$ cat src/rtl/fbfl_pkg.sv
// ----------------------------------------------------------------------------
// fbfl_pkg
// Shared types and constants of the fixed block free list allocator: pool
// geometry, command and status codes, and the structs between its modules.
// ----------------------------------------------------------------------------
`default_nettype none

package fbfl_pkg;

  // entry store geometry
  localparam int STORE_DEPTH = 1024;
  localparam int IDX_W       = $clog2(STORE_DEPTH);
  localparam int LINK_W      = IDX_W + 1;
  localparam logic [LINK_W-1:0] NULL_LINK = LINK_W'(STORE_DEPTH);

  // chunk geometry
  localparam int BLOCK_SIZE    = 64;
  localparam int MAX_CHUNKS    = 16;
  localparam int FIT_CHUNKS    = STORE_DEPTH / BLOCK_SIZE;
  localparam int USABLE_CHUNKS = (MAX_CHUNKS < FIT_CHUNKS) ? MAX_CHUNKS : FIT_CHUNKS;
  localparam int CHUNK_W       = $clog2(USABLE_CHUNKS + 1);
  localparam logic [LINK_W-1:0]  BLOCK_SIZE_L    = LINK_W'(BLOCK_SIZE);
  localparam logic [CHUNK_W-1:0] USABLE_CHUNKS_L = CHUNK_W'(USABLE_CHUNKS);

  // stream widths
  localparam int CMD_W     = 2;
  localparam int STATUS_W  = 3;
  localparam int IN_DATA_W = 16;
  localparam int OUT_DATA_W = 16;

  typedef enum logic [CMD_W-1:0] {
    CMD_ALLOC = 2'd0,
    CMD_FREE  = 2'd1,
    CMD_RESET = 2'd2
  } cmd_e;

  typedef enum logic [STATUS_W-1:0] {
    ST_ALLOCATED  = 3'd0,
    ST_FREED      = 3'd1,
    ST_NULL_IGN   = 3'd2,
    ST_WRONG_SIZE = 3'd3,
    ST_EXHAUSTED  = 3'd4,
    ST_POOL_RESET = 3'd5
  } status_e;

  typedef enum logic {
    S_IDLE = 1'b0,
    S_EXEC = 1'b1
  } fsm_e;

  // one accepted request
  typedef struct packed {
    logic [CMD_W-1:0] cmd;
    logic [IDX_W-1:0] entry_index;
    logic             entry_is_null;
    logic             size_matches;
  } item_t;

  // pool bookkeeping
  typedef struct packed {
    logic [LINK_W-1:0]  list_head;
    logic [CHUNK_W-1:0] chunks_open;
    logic [LINK_W-1:0]  fresh_mark;
  } pool_t;

  // outcome of one request
  typedef struct packed {
    pool_t             pool_next;
    logic              emit;
    logic [IDX_W-1:0]  granted;
    status_e           status;
    logic              wr_en;
    logic [IDX_W-1:0]  wr_addr;
    logic [LINK_W-1:0] wr_data;
  } step_t;

endpackage

`default_nettype wire

$ cat src/rtl/fbfl_step_logic.sv
// ----------------------------------------------------------------------------
// fbfl_step_logic
// Decides one request: pop, chunk open, push, pool reset or flag, from the pool state
// and the link already read at the list head.
// ----------------------------------------------------------------------------
`default_nettype none

module fbfl_step_logic
  import fbfl_pkg::*;
(
  input  wire item_t             item_i,
  input  wire pool_t             pool_i,
  input  wire logic [LINK_W-1:0] head_link_i,
  output step_t                  step_o
);

  logic [LINK_W-1:0]  fresh_end;
  logic [LINK_W-1:0]  open_end;
  logic [LINK_W-1:0]  open_base;
  logic [LINK_W-1:0]  mark_up;
  logic [CHUNK_W-1:0] chunks_up;
  logic               head_valid;
  logic               head_fresh;

  // chunk bounds
  assign fresh_end  = LINK_W'(pool_i.chunks_open) * BLOCK_SIZE_L;
  assign chunks_up  = pool_i.chunks_open + CHUNK_W'(1);
  assign open_base  = fresh_end;
  assign open_end   = LINK_W'(chunks_up) * BLOCK_SIZE_L;
  assign head_valid = !pool_i.list_head[LINK_W-1];
  assign head_fresh = (pool_i.list_head == pool_i.fresh_mark) &&
                      (pool_i.fresh_mark < fresh_end);
  assign mark_up    = head_fresh ? pool_i.list_head + LINK_W'(1)
                                 : open_base + LINK_W'(1);

  // request decision
  always_comb begin
    step_o           = '0;
    step_o.pool_next = pool_i;
    step_o.status    = ST_ALLOCATED;
    step_o.wr_addr   = item_i.entry_index;
    step_o.wr_data   = pool_i.list_head;
    case (item_i.cmd)
      CMD_RESET: begin
        step_o.emit                  = 1'b1;
        step_o.status                = ST_POOL_RESET;
        step_o.pool_next.list_head   = NULL_LINK;
        step_o.pool_next.chunks_open = '0;
        step_o.pool_next.fresh_mark  = '0;
      end
      CMD_FREE: begin
        step_o.emit = 1'b1;
        if (item_i.entry_is_null) begin
          step_o.status = ST_NULL_IGN;
        end else if (!item_i.size_matches) begin
          step_o.status = ST_WRONG_SIZE;
        end else begin
          step_o.status              = ST_FREED;
          step_o.wr_en               = 1'b1;
          step_o.pool_next.list_head = {1'b0, item_i.entry_index};
        end
      end
      CMD_ALLOC: begin
        step_o.emit = 1'b1;
        if (!item_i.size_matches) begin
          step_o.status = ST_WRONG_SIZE;
        end else if (head_valid) begin
          // pop the head, implied link inside the fresh region
          step_o.granted = pool_i.list_head[IDX_W-1:0];
          if (head_fresh) begin
            step_o.pool_next.fresh_mark = mark_up;
            step_o.pool_next.list_head  = (mark_up < fresh_end) ? mark_up : NULL_LINK;
          end else if (head_link_i[LINK_W-1]) begin
            step_o.pool_next.list_head = NULL_LINK;
          end else begin
            step_o.pool_next.list_head = head_link_i;
          end
        end else if (pool_i.chunks_open >= USABLE_CHUNKS_L) begin
          step_o.status = ST_EXHAUSTED;
        end else begin
          // open the next chunk and hand out its first entry
          step_o.granted               = open_base[IDX_W-1:0];
          step_o.pool_next.chunks_open = chunks_up;
          step_o.pool_next.fresh_mark  = mark_up;
          step_o.pool_next.list_head   = (mark_up < open_end) ? mark_up : NULL_LINK;
        end
      end
      default: begin
        step_o.emit = 1'b0;
      end
    endcase
  end

endmodule

`default_nettype wire
$ cat config.mk
export PLATFORM = sky130hd
export DESIGN_NAME = fbfl_step_logic
export DESIGN_NICKNAME = d
export VERILOG_FILES = /design/src/rtl/fbfl_pkg.sv /design/src/rtl/fbfl_step_logic.sv
export SDC_FILE = /design/constraint.sdc
export NUM_CORES = 1
export LEC_CHECK = 0
export BUFFER_PORTS_ARGS = -buffer_cell sky130_fd_sc_hd__buf_4
export CORE_ASPECT_RATIO = 1.4
export CORE_MARGIN = 2
export CORE_UTILIZATION = 33
export DETAILED_ROUTE_END_ITERATION = 10
export GPL_ROUTABILITY_DRIVEN = 0
export PLACE_DENSITY = 0.69
export SYNTH_ARGS = -nofsm -noshare
export SYNTH_HDL_FRONTEND = slang
export SYNTH_SLANG_ARGS = --single-unit
$ cat constraint.sdc
create_clock -name vclk -period 10.7
set_input_delay 2.14 -clock vclk [all_inputs]
set_output_delay 2.14 -clock vclk [all_outputs]
set_load 0.02 [all_outputs]
# Word level (Yosys, flattened, before mapping)
# Index checks and enable logic that the tools add are counted.
[classes]
mul = 0
n_reduce_logical = 3
add_sub_neg = 3
shifts = 0
div_mod_pow = 0
n_lt_le_gt_ge = 4
n_mux = 29
bitwise = 0
n_eq_ne = 3
[ops]
columns = ["operator", "count"]
rows = [
  ["$mux W11", 10],
  ["$mux W27", 2],
  ["$mux W10", 4],
  ["$lt A11 B11 Y1", 3],
  ["$pmux W11 S3", 1],
  ["$pmux W16 S2", 1],
  ["$add A11 B1 Y11 const B", 2],
  ["$eq A11 B11 Y1", 1],
  ["$mux W3", 3],
  ["$pmux W3 S3", 1],
  ["$add A5 B1 Y5 const B", 1],
  ["$ge A5 B5 Y1 const B", 1],
  ["$mux W5", 1],
  ["$mux W1", 4],
  ["$mux W2", 2],
  ["$reduce_or A3 Y1", 1],
  ["$eq A2 B1 Y1 const B", 1],
  ["$eq A2 B2 Y1 const B", 1],
  ["$logic_not A2 Y1", 1],
  ["$logic_and A1 B1 Y1", 1],
]
[totals]
output_inout_bits = 63
latchBits = 0
n_memories = 0
register_bits = 0
rom_bits = 0
mem_bits_rw = 0

# Depth between registers and ports, before layout
[logic_depth]
ltp_word = 9
mapped_depth = 19

# Worst setup path before layout
# No wires, ideal clock.
[synth_path]
kind = "input to output"
start = "input pool_i[15] (netlist bit)"
end = "output step_o[53] (netlist bit)"
setup_slack_ns = 2.598
required_ns = 8.560
stages = 16
t_arrival_ns = 5.962
path_cell_list = "clkbuf_8 -> clkinv_1 -> ha_1 -> a21oi_1 -> nand4_1 -> or3_1 -> buf_6 -> nor3_1 -> nor2_1 -> ha_1 -> a21oi_1 -> o21ai_0 -> nor3_1 -> a21boi_2 -> a31o_2 -> o31ai_1"
[synth_lines]
columns = ["element", "line_no", "text"]
rows = [
  ["start: declaration", "fbfl_step_logic.sv:12", "input wire pool_t pool_i,"],
  ["end: declaration", "fbfl_step_logic.sv:14", "output step_t step_o"],
]

==> results.sh <==
export IMPL_status="finished clean"
export IMPL_rsz0062_at_grt="false"
export IMPL_maxSlewHeadroom_pct=18.96
export IMPL_fin_ws_ns=1.847
export IMPL_layout_area_seq_um2=0
export IMPL_p_leak_nw=1.356
export IMPL_synth_top_area_share_pct=7.756
export IMPL_holdPathEnd="step_o[18]"
export IMPL_grt_pass1_vias=3205
export IMPL_cts_setup_buffers=0
export IMPL_drive_gt1_share_pct=31.11
export IMPL_dr_pass1_iters=7
export IMPL_synth_cells=367
export IMPL_ant_nets=0
export IMPL_die_w_um=76.37
export IMPL_clkbuf_count=0
export IMPL_grt_usage_pct=24.15
export IMPL_syn_area_um2=2420
export IMPL_synth_area_top_cells="ha_1 (7.8%), buf_4 (7.1%), a21oi_1 (6.8%), nor2_1 (6.5%), xnor2_1 (5.8%)"
export IMPL_critPathArrivalTime_ns=6.71
export IMPL_ir_drop_v=0.00001652
export IMPL_portBuffers=115
export IMPL_max_freq_ghz=0.1130
export IMPL_wire_per_inst_um=19.35
export IMPL_start_util_pct=34.44
export IMPL_antenna_found_initial=0
export IMPL_tightest_slew_ns=1.206
export IMPL_start_kind="input port"
export IMPL_finalHoldViolCount=0
export IMPL_worstHoldPathCells=2
export IMPL_n_fill_cell=754
export IMPL_layout_worst_path_cycle_share_pct=82.74
export IMPL_maxCapViolCount=0
export IMPL_crit_required_ns=8.56
export IMPL_min_period_ns=8.853
export IMPL_die_area_um2=8043
export IMPL_synth_top_area_cell="ha_1"
export IMPL_die_y_um=105.3
export IMPL_yosysSeqAreaShare_pct=0
export IMPL_grt_max_degree=33
export IMPL_hpwlAfterDp_um=7977
export IMPL_hold_ws_ns=4.492
export IMPL_min_delay_start="item_i[9]"
export IMPL_grt_pass1_wl_um=16280
export IMPL_ctsHoldBuffers=0
export IMPL_post_route_util_pct=43.50
export IMPL_maxSlewViolCount=0
export IMPL_antenna_cells=0
export IMPL_area_growth_pct=26.32
export IMPL_seq_cells=0
export IMPL_worstPathMaxFanout=19
export IMPL_coreArea_um2=7027
export IMPL_fin_tns_setup_ns=0
export IMPL_rows=36
export IMPL_place_worst_setup_slack_ns=1.993
export IMPL_vias=3267
export IMPL_drcViolationCount=0
export IMPL_yosys_warnings=0
export IMPL_viasPerCell=6.176
export IMPL_nets=503
export IMPL_hold_path_class="in -> out"
export IMPL_dr_first_iter_drc_count=281
export IMPL_crit_type="in -> out"
export IMPL_synth_cell_types=72
export IMPL_cts_resized=0
export IMPL_ios=115
export IMPL_power_density_nw_per_um2=49.45
export IMPL_postSynthAreaPerCell_um2=6.594
export IMPL_synth_net_count=434
export IMPL_globalRoute_totalOverflow=0
export IMPL_end_kind="output pin"
export IMPL_wirelength_um=10240
export IMPL_report_final_setup_viol=0
==> layer usage <==
metal | routed length, um | GRT usage, %
met1 | 3644 | 26.96
met4 | 627 | 13.77
met2 | 5165 | 43.36
met5 | 0 | 0
met3 | 799 | 3.425
==> cell usage after synthesis (all sizes together), types with 2 or more instances <==
cell type / number
ha: 15
o22ai: 5
a21o: 2
o21ai: 18
xor2: 3
nand4: 9
o211ai: 2
a221o: 3
or2: 2
and3: 7
a211oi: 5
a221oi: 8
a21boi: 3
clkbuf: 17
a22oi: 6
inv: 13
nor3: 15
o31ai: 10
a21oi: 34
nor2: 45
o2111ai: 2
nand2: 31
a222oi: 2
mux2i: 3
o2bb2ai: 3
nor2b: 2
a32o: 2
xnor2: 18
a22o: 2
a31o: 3
buf: 32
a31oi: 3
nand3: 15
a2111oi: 3
mux2: 2
==> power by group <==
group | internal [mW] | leakage [nW] | switching [mW]
logic | 0.0606 | 1.36 | 0.0905
registers | 0 | 0 | 0
clock network | 0 | 0 | 0
total | 0.0606 | 1.36 | 0.0905
==> layout by cell type (no fill, tap or decap), types with 3 or more instances in the layout <==
cell / synthesis / final
o21ai_0: 15 / 15
a31oi_1: 3 / 3
a221oi_1: 8 / 8
o22ai_1: 5 / 5
buf_4: 23 / 116
nand4_1: 8 / 8
a211oi_1: 4 / 4
o31ai_1: 9 / 9
a22oi_1: 6 / 6
nor2_1: 42 / 42
a2111oi_0: 3 / 3
nor3_1: 14 / 14
nand2_1: 31 / 31
nand3_1: 15 / 15
a221o_1: 3 / 3
o2bb2ai_1: 3 / 3
ha_1: 15 / 15
inv_1: 13 / 13
and3_1: 7 / 7
xor2_1: 3 / 3
xnor2_1: 16 / 16
a21oi_1: 33 / 33
mux2i_1: 3 / 3
==> worst max-delay path by stage <==
stage	startpoint	end	slack, ns	cells after the start
finish	pool_i[15]	step_o[52]	1.85	18
global route	pool_i[15]	step_o[59]	1.50	19
CTS	pool_i[15]	step_o[59]	1.98	16
detailed placement	pool_i[15]	step_o[59]	1.99	16
global placement	pool_i[15]	step_o[62]	2.14	19
floorplan	pool_i[15]	step_o[53]	2.60	16
==> cell type report <==
| type | count | area [um2] | area share (%) |
|---|---|---|---|
| inverters | 14 | 52.55 | 1.719 |
| multi-input cells | 304 | 2014 | 65.90 |
| well taps | 95 | 118.9 | 3.889 |
| repair buffers | 116 | 870.8 | 28.49 |
==> worst max-delay path, stage by stage <==
cell,delay [ns]
buf_4,0.22
clkinv_1,0.39
ha_1,0.45
a21oi_1,0.16
nand4_1,0.12
nor3_1,0.21
buf_4,0.22
nand2_1,0.32
nor2_1,0.34
nor2_1,0.12
ha_1,0.30
o21a_1,0.12
o21ai_0,0.06
o2bb2ai_1,0.23
o211ai_1,0.50
o32ai_1,0.24
a221o_1,0.38
buf_4,0.16
==> metrics by stage <==
step | power [mW] | cells | instance area [um2]
floorplan | 0.09513 | 367 | 2420
global placement | 0.1461 | 529 | 3057
detailed placement | 0.1482 | 529 | 3057
CTS | 0.1486 | 529 | 3057
global route | 0.1614 | 529 | 3057
finish | 0.1511 | 529 | 3057
==> cell families after synthesis <==
kind of cell / after synthesis / synth area share (%)
AND/OR/NAND/NOR: 135 / 27.56
AO/OA/AOI/OAI: 128 / 37.54
buffers and inverters: 63 / 16.75
XOR/XNOR: 21 / 8.221
adder cells (fa/ha/maj): 15 / 7.756
multiplexers: 5 / 2.172
Note: power is estimated with default switching activity, not from simulation.
